===== config.mk =====
export PLATFORM = sky130hd
export DESIGN_NAME = general_purpose_timer_pwm_unit
export DESIGN_NICKNAME = d
export VERILOG_FILES = /design/src/design/gpt_pkg.sv /design/src/design/gpt_chan.sv /design/src/design/gpt_core.sv /design/src/design/general_purpose_timer_pwm_unit.sv
export SDC_FILE = /design/constraint.sdc
export NUM_CORES = 1
export LEC_CHECK = 0
export CORE_MARGIN = 2
export CORE_UTILIZATION = 50
export DETAILED_ROUTE_END_ITERATION = 12
export DONT_BUFFER_PORTS = 1
export HOLD_SLACK_MARGIN = 0.06
export PLACE_DENSITY = 0.64
export SLEW_MARGIN = 30
export SYNTH_ARGS = -nofsm -noshare
export SYNTH_HDL_FRONTEND = slang
export SYNTH_SLANG_ARGS = --single-unit

===== constraint.sdc =====
create_clock -name clk -period 12.05 [get_ports clk]
set_input_delay 1.205 -clock clk [delete_from_list [all_inputs] [get_ports clk]]
set_output_delay 1.205 -clock clk [all_outputs]
set_load 0.005 [all_outputs]

===== src/design/gpt_pkg.sv =====
package gpt_pkg;

    localparam int COUNT_WIDTH = 16;
    localparam int CHANNELS    = 4;

    typedef logic [COUNT_WIDTH-1:0] cnt_t;

    // command codes
    localparam logic [1:0] CMD_TICK  = 2'd0;
    localparam logic [1:0] CMD_WRITE = 2'd1;
    localparam logic [1:0] CMD_READ  = 2'd2;

    // register map
    localparam logic [3:0] REG_CTRL   = 4'd0;
    localparam logic [3:0] REG_IRQ_EN = 4'd1;
    localparam logic [3:0] REG_STATUS = 4'd2;
    localparam logic [3:0] REG_EVENT  = 4'd3;
    localparam logic [3:0] REG_MODE0  = 4'd4;
    localparam logic [3:0] REG_MODE1  = 4'd5;
    localparam logic [3:0] REG_CHEN   = 4'd6;
    localparam logic [3:0] REG_COUNT  = 4'd7;
    localparam logic [3:0] REG_PSC    = 4'd8;
    localparam logic [3:0] REG_ARR    = 4'd9;
    localparam logic [3:0] REG_CMP0   = 4'd10;

    // internal control bits
    localparam int CB_EN      = 0;
    localparam int CB_ONESHOT = 1;
    localparam int CB_DOWN    = 2;
    localparam int CB_ARPE    = 3;

    // control register bus bit positions
    localparam int CTRL_EN_POS      = 0;
    localparam int CTRL_ONESHOT_POS = 3;
    localparam int CTRL_DOWN_POS    = 4;
    localparam int CTRL_ARPE_POS    = 7;

    // per-channel mode byte
    localparam int CCR_PRELOAD_POS = 3;
    localparam int OCM_LSB         = 4;

    localparam logic [2:0] OCM_FROZEN     = 3'd0;
    localparam logic [2:0] OCM_ACTIVE     = 3'd1;
    localparam logic [2:0] OCM_INACTIVE   = 3'd2;
    localparam logic [2:0] OCM_TOGGLE     = 3'd3;
    localparam logic [2:0] OCM_FORCE_LOW  = 3'd4;
    localparam logic [2:0] OCM_FORCE_HIGH = 3'd5;
    localparam logic [2:0] OCM_PWM1       = 3'd6;
    localparam logic [2:0] OCM_PWM2       = 3'd7;

    typedef struct packed {
        logic [1:0]  command;
        logic [3:0]  reg_index;
        logic [15:0] write_value;
    } cmd_item_t;

    typedef struct packed {
        logic [15:0] read_value;
        logic        irq;
        logic [3:0]  pwm_outputs;
    } res_item_t;

    // counter context seen by each compare channel
    typedef struct packed {
        logic step;
        logic down;
        cnt_t count;
    } cnt_ctx_t;

    function automatic cnt_t bus_to_cnt(input logic [15:0] v);
        logic [COUNT_WIDTH+15:0] tmp;
        tmp = {{COUNT_WIDTH{1'b0}}, v};
        return tmp[COUNT_WIDTH-1:0];
    endfunction

    function automatic logic [15:0] cnt_to_bus(input cnt_t v);
        logic [COUNT_WIDTH+15:0] tmp;
        tmp = {16'd0, v};
        return tmp[15:0];
    endfunction

endpackage


===== src/design/gpt_chan.sv =====
module gpt_chan
    import gpt_pkg::*;
(
    input  cnt_ctx_t   ctx,
    input  logic [7:0] mode_byte,
    input  cnt_t       cmp,
    input  logic       ref_cur,
    output logic       ref_nxt
);

    logic [2:0] mode;
    logic       match;
    logic       act;

    assign mode  = mode_byte[OCM_LSB +: 3];
    assign match = ctx.step && (ctx.count == cmp);
    assign act   = ctx.down ? (ctx.count <= cmp) : (ctx.count < cmp);

    always_comb
    begin
        ref_nxt = ref_cur;
        case (mode)
            OCM_ACTIVE:
            begin
                if (match)
                begin
                    ref_nxt = 1'b1;
                end
            end
            OCM_INACTIVE:
            begin
                if (match)
                begin
                    ref_nxt = 1'b0;
                end
            end
            OCM_TOGGLE:
            begin
                if (match)
                begin
                    ref_nxt = ~ref_cur;
                end
            end
            OCM_FORCE_LOW:  ref_nxt = 1'b0;
            OCM_FORCE_HIGH: ref_nxt = 1'b1;
            OCM_PWM1:       ref_nxt = act;
            OCM_PWM2:       ref_nxt = ~act;
            default:        ref_nxt = ref_cur;
        endcase
    end

endmodule


===== src/design/gpt_core.sv =====
module gpt_core
    import gpt_pkg::*;
(
    input  logic      clk,
    input  logic      rst_n,
    input  logic      go,
    input  cmd_item_t item,
    output res_item_t result
);

    logic [3:0]          ctrl_reg, ctrl_next;
    logic                irq_en_reg, irq_en_next;
    logic                flag_reg, flag_next;
    cnt_t                count_reg, count_next;
    logic [15:0]         psc_cnt_reg, psc_cnt_next;
    logic [15:0]         psc_pre_reg, psc_pre_next;
    logic [15:0]         psc_act_reg, psc_act_next;
    cnt_t                arr_pre_reg, arr_pre_next;
    cnt_t                arr_act_reg, arr_act_next;
    cnt_t                ccr_pre_reg [CHANNELS];
    cnt_t                ccr_pre_next [CHANNELS];
    cnt_t                ccr_act_reg [CHANNELS];
    cnt_t                ccr_act_next [CHANNELS];
    logic [15:0]         mode_reg [2];
    logic [15:0]         mode_next [2];
    logic [15:0]         chen_reg, chen_next;
    logic [CHANNELS-1:0] ref_reg, ref_next;

    logic        step;
    logic        ovf;
    logic        upd;
    logic [15:0] rd;
    logic [3:0]  pwm;
    cnt_t        eff_arr;
    cnt_ctx_t    ctx;
    logic [7:0]  chan_mode [CHANNELS];
    cnt_t        chan_cmp [CHANNELS];

    always_comb
    begin
        ctrl_next    = ctrl_reg;
        irq_en_next  = irq_en_reg;
        flag_next    = flag_reg;
        count_next   = count_reg;
        psc_cnt_next = psc_cnt_reg;
        psc_pre_next = psc_pre_reg;
        psc_act_next = psc_act_reg;
        arr_pre_next = arr_pre_reg;
        arr_act_next = arr_act_reg;
        ccr_pre_next = ccr_pre_reg;
        ccr_act_next = ccr_act_reg;
        mode_next    = mode_reg;
        chen_next    = chen_reg;
        step         = 1'b0;
        ovf          = 1'b0;
        upd          = 1'b0;
        rd           = 16'd0;
        eff_arr      = ctrl_reg[CB_ARPE] ? arr_act_reg : arr_pre_reg;

        if (item.command == CMD_TICK)
        begin
            if (ctrl_reg[CB_EN])
            begin
                if (psc_cnt_reg >= psc_act_reg)
                begin
                    psc_cnt_next = 16'd0;
                    step         = 1'b1;
                end
                else
                begin
                    psc_cnt_next = psc_cnt_reg + 16'd1;
                end
            end
            if (step)
            begin
                if (ctrl_reg[CB_DOWN])
                begin
                    if (count_reg == '0)
                    begin
                        ovf = 1'b1;
                    end
                    else
                    begin
                        count_next = count_reg - cnt_t'(1);
                    end
                end
                else
                begin
                    if (count_reg == eff_arr)
                    begin
                        ovf = 1'b1;
                    end
                    else
                    begin
                        count_next = count_reg + cnt_t'(1);
                    end
                end
            end
            if (ovf)
            begin
                upd = 1'b1;
                if (ctrl_reg[CB_ONESHOT])
                begin
                    ctrl_next[CB_EN] = 1'b0;
                end
            end
        end
        else if (item.command == CMD_WRITE)
        begin
            case (item.reg_index)
                REG_CTRL:
                begin
                    ctrl_next[CB_EN]      = item.write_value[CTRL_EN_POS];
                    ctrl_next[CB_ONESHOT] = item.write_value[CTRL_ONESHOT_POS];
                    ctrl_next[CB_DOWN]    = item.write_value[CTRL_DOWN_POS];
                    ctrl_next[CB_ARPE]    = item.write_value[CTRL_ARPE_POS];
                end
                REG_IRQ_EN: irq_en_next = item.write_value[0];
                REG_STATUS:
                begin
                    // write-zero-to-clear
                    if (!item.write_value[0])
                    begin
                        flag_next = 1'b0;
                    end
                end
                REG_EVENT:  upd = item.write_value[0];
                REG_MODE0:  mode_next[0] = item.write_value;
                REG_MODE1:  mode_next[1] = item.write_value;
                REG_CHEN:   chen_next = item.write_value;
                REG_COUNT:  count_next = bus_to_cnt(item.write_value);
                REG_PSC:    psc_pre_next = item.write_value;
                REG_ARR:    arr_pre_next = bus_to_cnt(item.write_value);
                default:
                begin
                    for (int c = 0; c < CHANNELS; c++)
                    begin
                        if (item.reg_index == REG_CMP0 + 4'(c))
                        begin
                            ccr_pre_next[c] = bus_to_cnt(item.write_value);
                        end
                    end
                end
            endcase
        end
        else if (item.command == CMD_READ)
        begin
            case (item.reg_index)
                REG_CTRL:
                begin
                    rd[CTRL_EN_POS]      = ctrl_reg[CB_EN];
                    rd[CTRL_ONESHOT_POS] = ctrl_reg[CB_ONESHOT];
                    rd[CTRL_DOWN_POS]    = ctrl_reg[CB_DOWN];
                    rd[CTRL_ARPE_POS]    = ctrl_reg[CB_ARPE];
                end
                REG_IRQ_EN: rd[0] = irq_en_reg;
                REG_STATUS: rd[0] = flag_reg;
                REG_MODE0:  rd = mode_reg[0];
                REG_MODE1:  rd = mode_reg[1];
                REG_CHEN:   rd = chen_reg;
                REG_COUNT:  rd = cnt_to_bus(count_reg);
                REG_PSC:    rd = psc_pre_reg;
                REG_ARR:    rd = cnt_to_bus(arr_pre_reg);
                default:
                begin
                    for (int c = 0; c < CHANNELS; c++)
                    begin
                        if (item.reg_index == REG_CMP0 + 4'(c))
                        begin
                            rd = cnt_to_bus(ccr_pre_reg[c]);
                        end
                    end
                end
            endcase
        end

        // update event: shadow copy, prescaler and counter restart, flag set
        if (upd)
        begin
            psc_act_next = psc_pre_reg;
            arr_act_next = arr_pre_reg;
            ccr_act_next = ccr_pre_reg;
            psc_cnt_next = 16'd0;
            flag_next    = 1'b1;
            count_next   = ctrl_reg[CB_DOWN] ? arr_pre_reg : '0;
        end
    end

    assign ctx.step  = step;
    assign ctx.down  = ctrl_next[CB_DOWN];
    assign ctx.count = count_next;

    for (genvar c = 0; c < CHANNELS; c++)
    begin : g_chan
        localparam int MI = c / 2;
        localparam int MO = (c % 2) * 8;

        assign chan_mode[c] = mode_next[MI][MO +: 8];
        assign chan_cmp[c]  = chan_mode[c][CCR_PRELOAD_POS] ? ccr_act_next[c]
                                                            : ccr_pre_next[c];

        gpt_chan u_chan (
            .ctx       (ctx),
            .mode_byte (chan_mode[c]),
            .cmp       (chan_cmp[c]),
            .ref_cur   (ref_reg[c]),
            .ref_nxt   (ref_next[c])
        );
    end

    always_comb
    begin
        pwm = 4'd0;
        for (int c = 0; c < CHANNELS; c++)
        begin
            pwm[c] = chen_next[4*c] & (ref_next[c] ^ chen_next[4*c+1]);
        end
    end

    assign result.read_value  = rd;
    assign result.irq         = flag_next & irq_en_next;
    assign result.pwm_outputs = pwm;

    always_ff @(posedge clk or negedge rst_n)
    begin
        if (!rst_n)
        begin
            ctrl_reg    <= '0;
            irq_en_reg  <= 1'b0;
            flag_reg    <= 1'b0;
            count_reg   <= '0;
            psc_cnt_reg <= '0;
            psc_pre_reg <= '0;
            psc_act_reg <= '0;
            arr_pre_reg <= '1;
            arr_act_reg <= '1;
            for (int c = 0; c < CHANNELS; c++)
            begin
                ccr_pre_reg[c] <= '0;
                ccr_act_reg[c] <= '0;
            end
            mode_reg[0] <= '0;
            mode_reg[1] <= '0;
            chen_reg    <= '0;
            ref_reg     <= '0;
        end
        else if (go)
        begin
            ctrl_reg    <= ctrl_next;
            irq_en_reg  <= irq_en_next;
            flag_reg    <= flag_next;
            count_reg   <= count_next;
            psc_cnt_reg <= psc_cnt_next;
            psc_pre_reg <= psc_pre_next;
            psc_act_reg <= psc_act_next;
            arr_pre_reg <= arr_pre_next;
            arr_act_reg <= arr_act_next;
            ccr_pre_reg <= ccr_pre_next;
            ccr_act_reg <= ccr_act_next;
            mode_reg    <= mode_next;
            chen_reg    <= chen_next;
            ref_reg     <= ref_next;
        end
    end

endmodule


===== src/design/general_purpose_timer_pwm_unit.sv =====
// channel   direction  valid      stall      payload
// cmd       in         cmd_valid  cmd_stall  cmd_data (cmd_item_t)
// res       out        res_valid  res_stall  res_data (res_item_t)
//
// one request per cycle sustained while res_stall is low: a request is held in the input
// register, then the timer state and the result are updated as it moves on into the output
// register, where the result waits until it is taken.
// the input and output registers keep the two sides apart; res_stall holds the
// result and backs up into cmd_stall only once both registers are full.
// rst_n clears all timer state and empties both registers.
module general_purpose_timer_pwm_unit
    import gpt_pkg::*;
(
    input  logic      clk,
    input  logic      rst_n,
    input  logic      cmd_valid,
    output logic      cmd_stall,
    input  cmd_item_t cmd_data,
    output logic      res_valid,
    input  logic      res_stall,
    output res_item_t res_data
);

    logic      in_valid_reg, in_valid_next;
    cmd_item_t in_item_reg;
    logic      out_valid_reg, out_valid_next;
    res_item_t out_item_reg;
    logic      move;
    logic      take;
    res_item_t core_res;

    assign move      = in_valid_reg && (!out_valid_reg || !res_stall);
    assign cmd_stall = in_valid_reg && !move;
    assign take      = cmd_valid && !cmd_stall;

    assign in_valid_next  = take || (in_valid_reg && !move);
    assign out_valid_next = move || (out_valid_reg && res_stall);

    gpt_core u_core (
        .clk    (clk),
        .rst_n  (rst_n),
        .go     (move),
        .item   (in_item_reg),
        .result (core_res)
    );

    always_ff @(posedge clk or negedge rst_n)
    begin
        if (!rst_n)
        begin
            in_valid_reg  <= 1'b0;
            out_valid_reg <= 1'b0;
        end
        else
        begin
            in_valid_reg  <= in_valid_next;
            out_valid_reg <= out_valid_next;
        end
    end

    always_ff @(posedge clk)
    begin
        if (take)
        begin
            in_item_reg <= cmd_data;
        end
        if (move)
        begin
            out_item_reg <= core_res;
        end
    end

    assign res_valid = out_valid_reg;
    assign res_data  = out_item_reg;

endmodule


==> results.txt <==
share of the synthesized area in the top cell type = 0.333
Clock Latency Late Sink = 0.57 ns
CTS tree = built
area of the multi-input gates = 9860 um2
CP max-delay cell = dfrtp_1
share of layout cells above drive strength 1 = 0.247
post-route insts no fill = 2254
top cells by area, synth = dfrtp_1, mux2_2, edfxtp_1
WHS = 0.355 ns
num ports = 49
Filler Cells Inserted = 3228
#FFs+latches synth = 327
setup tns final = 0 ns
Pleak = 9.06 nW
Max Freq = 146 MHz
Rel. slew slack = 0.310
register area = 8440 um2
CTS Root Cell = clkbuf_16
grt ovf = 0
core area = 37500 um2
GRT Resource Usage Total = 0.309
initial antenna violation count = 3
# rows = 71
first-pass GRT wire length = 90.7 mm
vias = 14600
WS Path Type = reg2reg
fin crit period = 6.84 ns
min-delay worst type = in2async
Routed wire per std cell = 26.4 um
RD Place Congestion = 0.960
CTS resizes = 0
postcts setup bufs = 0
CTS Buffer Depth = 3
DP Area = 19300 um2
Final Skew = 0.0262 ns
largest net degree at the start of global routing = 285
die width = 199 um
CP Data Arrival Time = 7.14 ns
die height = 199 um
# hold bufs at CTS = 0
H-tree Lvls = 2
Final ANT Viol Nets = 0
Syn Std Cell Area = 18900 um2
startpoint types = register
crit path cell chain = mux2i_1 > xnor2_1 > nor4_1 > and4_1 > o2111a_1 > nor3_2 > buf_4 > nor2_2 > a21oi_1 > ha_1 > nand4_1 > nor4_1 > and3_1 > nand2_1 > ha_1 > mux4_2 > mux2i_1 > mux2_1
initial core utilization = 0.505
Tightest Pin Transition = 1.03 ns
sequential element share of the synthesized area = 0.446
area delta synth->final = 9.14%
CP Max Fanout = 18
Critical Path Sink Type = register
post-synthesis async set-or-reset flop share = 0.869
Final Cell Area = 20700 um2
Final Cycle Share = 0.568
area leader, netlist = dfrtp_1
Max Transition Viols Final = 0
DP Wirelength = 40.7 mm
Setup violations, final = 0
final net count = 1825
yosys warns = 0
Initial DRT Pass Iterations = 6
syn nets = 1874
synth unique cells = 81
CP max stage delay = 0.95 ns
RSZ-0062 raised after global routing = false
Power Density = 173 nW/um2
port bufs = 0
number of global-route vias before repair = 14400
Fin. Hold Viols = 0
Crit path buffers/inverters = 1
synthesized area per cell = 10.7 um2
CTS Buf Count = 38
CP top delay family = simple AND/OR/NAND/NOR gates
max-cap violations = 0
Via density = 6.48
Detailed Route Iter0 Violations = 1300
Cells after DPL = 2182
run status = completed
drc violations = 0
Post-synth EDFFs = 43
Clock transition at path regs = 0.06 ns
Critical Path RT = 12.35 ns
VDD IR max = 118 uV
CTS sink cnt = 327
Synth Flop Type = dfrtp_1
die area = 39400 um2
routed wire length = 59.6 mm
cell count after synthesis = 1761
## cells in the mapped netlist (34+ instances only)
library cell and n:
a22o_1 61, edfxtp_1 43, o21ai_0 72, inv_1 37
a21oi_1 118, ha_1 87, dfrtp_1 252, nand2_1 139
mux2_2 253, nand3_1 34, nor2_1 85, clkbuf_1 106
mux2i_1 48
## worst register-to-register path: cells and delay by family, from the launching register on
| family | cells | cell delay (ns) |
|---|---|---|
| AND/OR/NAND/NOR | 8 | 2.79 |
| multiplexers | 4 | 1.35 |
| flip-flops | 1 | 0.95 |
| adder cells (fa/ha/maj) | 2 | 0.67 |
| AO/OA/AOI/OAI | 2 | 0.55 |
| buffers and inverters | 1 | 0.21 |
| XOR/XNOR | 1 | 0.09 |
## metal layers
metal / global-route usage / routed length [um] / vias to the layer above
met5: 0 / 18 / -
met3: 0.0592 / 4480 / 153
met2: 0.494 / 27500 / 682
met4: 0.140 / 2680 / 2
met1: 0.409 / 24900 / 7321
li1: - / - / 6440
## through the flow
step / worst slack, ns / utilization / power, mW
2_1_floorplan: 6.58 / - / 2.10
3_3_place_gp: 5.22 / 0.516 / 2.37
3_5_place_dp: 4.99 / 0.516 / 2.40
4_1_cts: 4.95 / 0.550 / 3.58
5_1_grt: 4.75 / 0.551 / 3.76
6_report: 5.21 / 0.551 / 3.58
## cell families (layout without fill, tap and decap cells)
logic type / Yosys count / in the layout / synth area share
muxes: 304 / 304 / 0.179
DFF: 327 / 327 / 0.446
buffers and inverters: 164 / 145 / 0.0348
other: 0 / 1 / 0
xor gates and xnor gates: 34 / 34 / 0.0157
and+or+nand+nor: 410 / 410 / 0.106
AOI/OAI and AO/OA: 433 / 433 / 0.160
adders and majority gates: 89 / 89 / 0.0587
## final timing paths
check	slack [ns]	cells past startpoint	startpoint	to
worst max-delay path	5.21	18	u_core.ctrl_reg[3]	res_data[0]
worst min-delay path	0.36	0	rst_n	u_core.psc_act_reg[13]
worst max register to register	5.21	18	u_core.ctrl_reg[3]	res_data[0]
worst min register to register	0.49	1	in_valid_reg	res_valid
max in group asynchronous	11.06	0	rst_n	u_core.ccr_pre_reg[9]
min in group clk	0.49	1	in_valid_reg	res_valid
## layout by cell type (no fill, tap or decap), types with 32 or more instances in the layout
| cell type | n |
|---|---|
| a21oi_1 | 118 |
| a22o_1 | 61 |
| buf_4 | 36 |
| clkbuf_16 | 42 |
| dfrtp_1 | 252 |
| dfstp_2 | 32 |
| edfxtp_1 | 43 |
| ha_1 | 87 |
| inv_1 | 37 |
| mux2_2 | 253 |
| mux2i_1 | 48 |
| nand2_1 | 138 |
| nor2_1 | 85 |
| o21ai_0 | 72 |
## cell type report
type | count | area share
Multi-Input combinational cell | 1270 | 0.478
Clock inverter | 14 | 0.00612
Tap cell | 511 | 0.0310
Clock buffer | 56 | 0.0559
Antenna cell | 1 | 0.000121
Sequential cell | 327 | 0.409
Inverter | 38 | 0.00691
Timing Repair Buffer | 37 | 0.0138
## power by group
part	internal (mW)	total, mW	switching, mW	leakage, nW
Sequential	1.30	1.50	0.203	4.13
Clock	0.708	1.18	0.471	0.627
Combinational	0.401	0.898	0.497	4.29
Total	2.41	3.58	1.17	9.06
No activity file was read; power rests on OpenSTA's default activity.
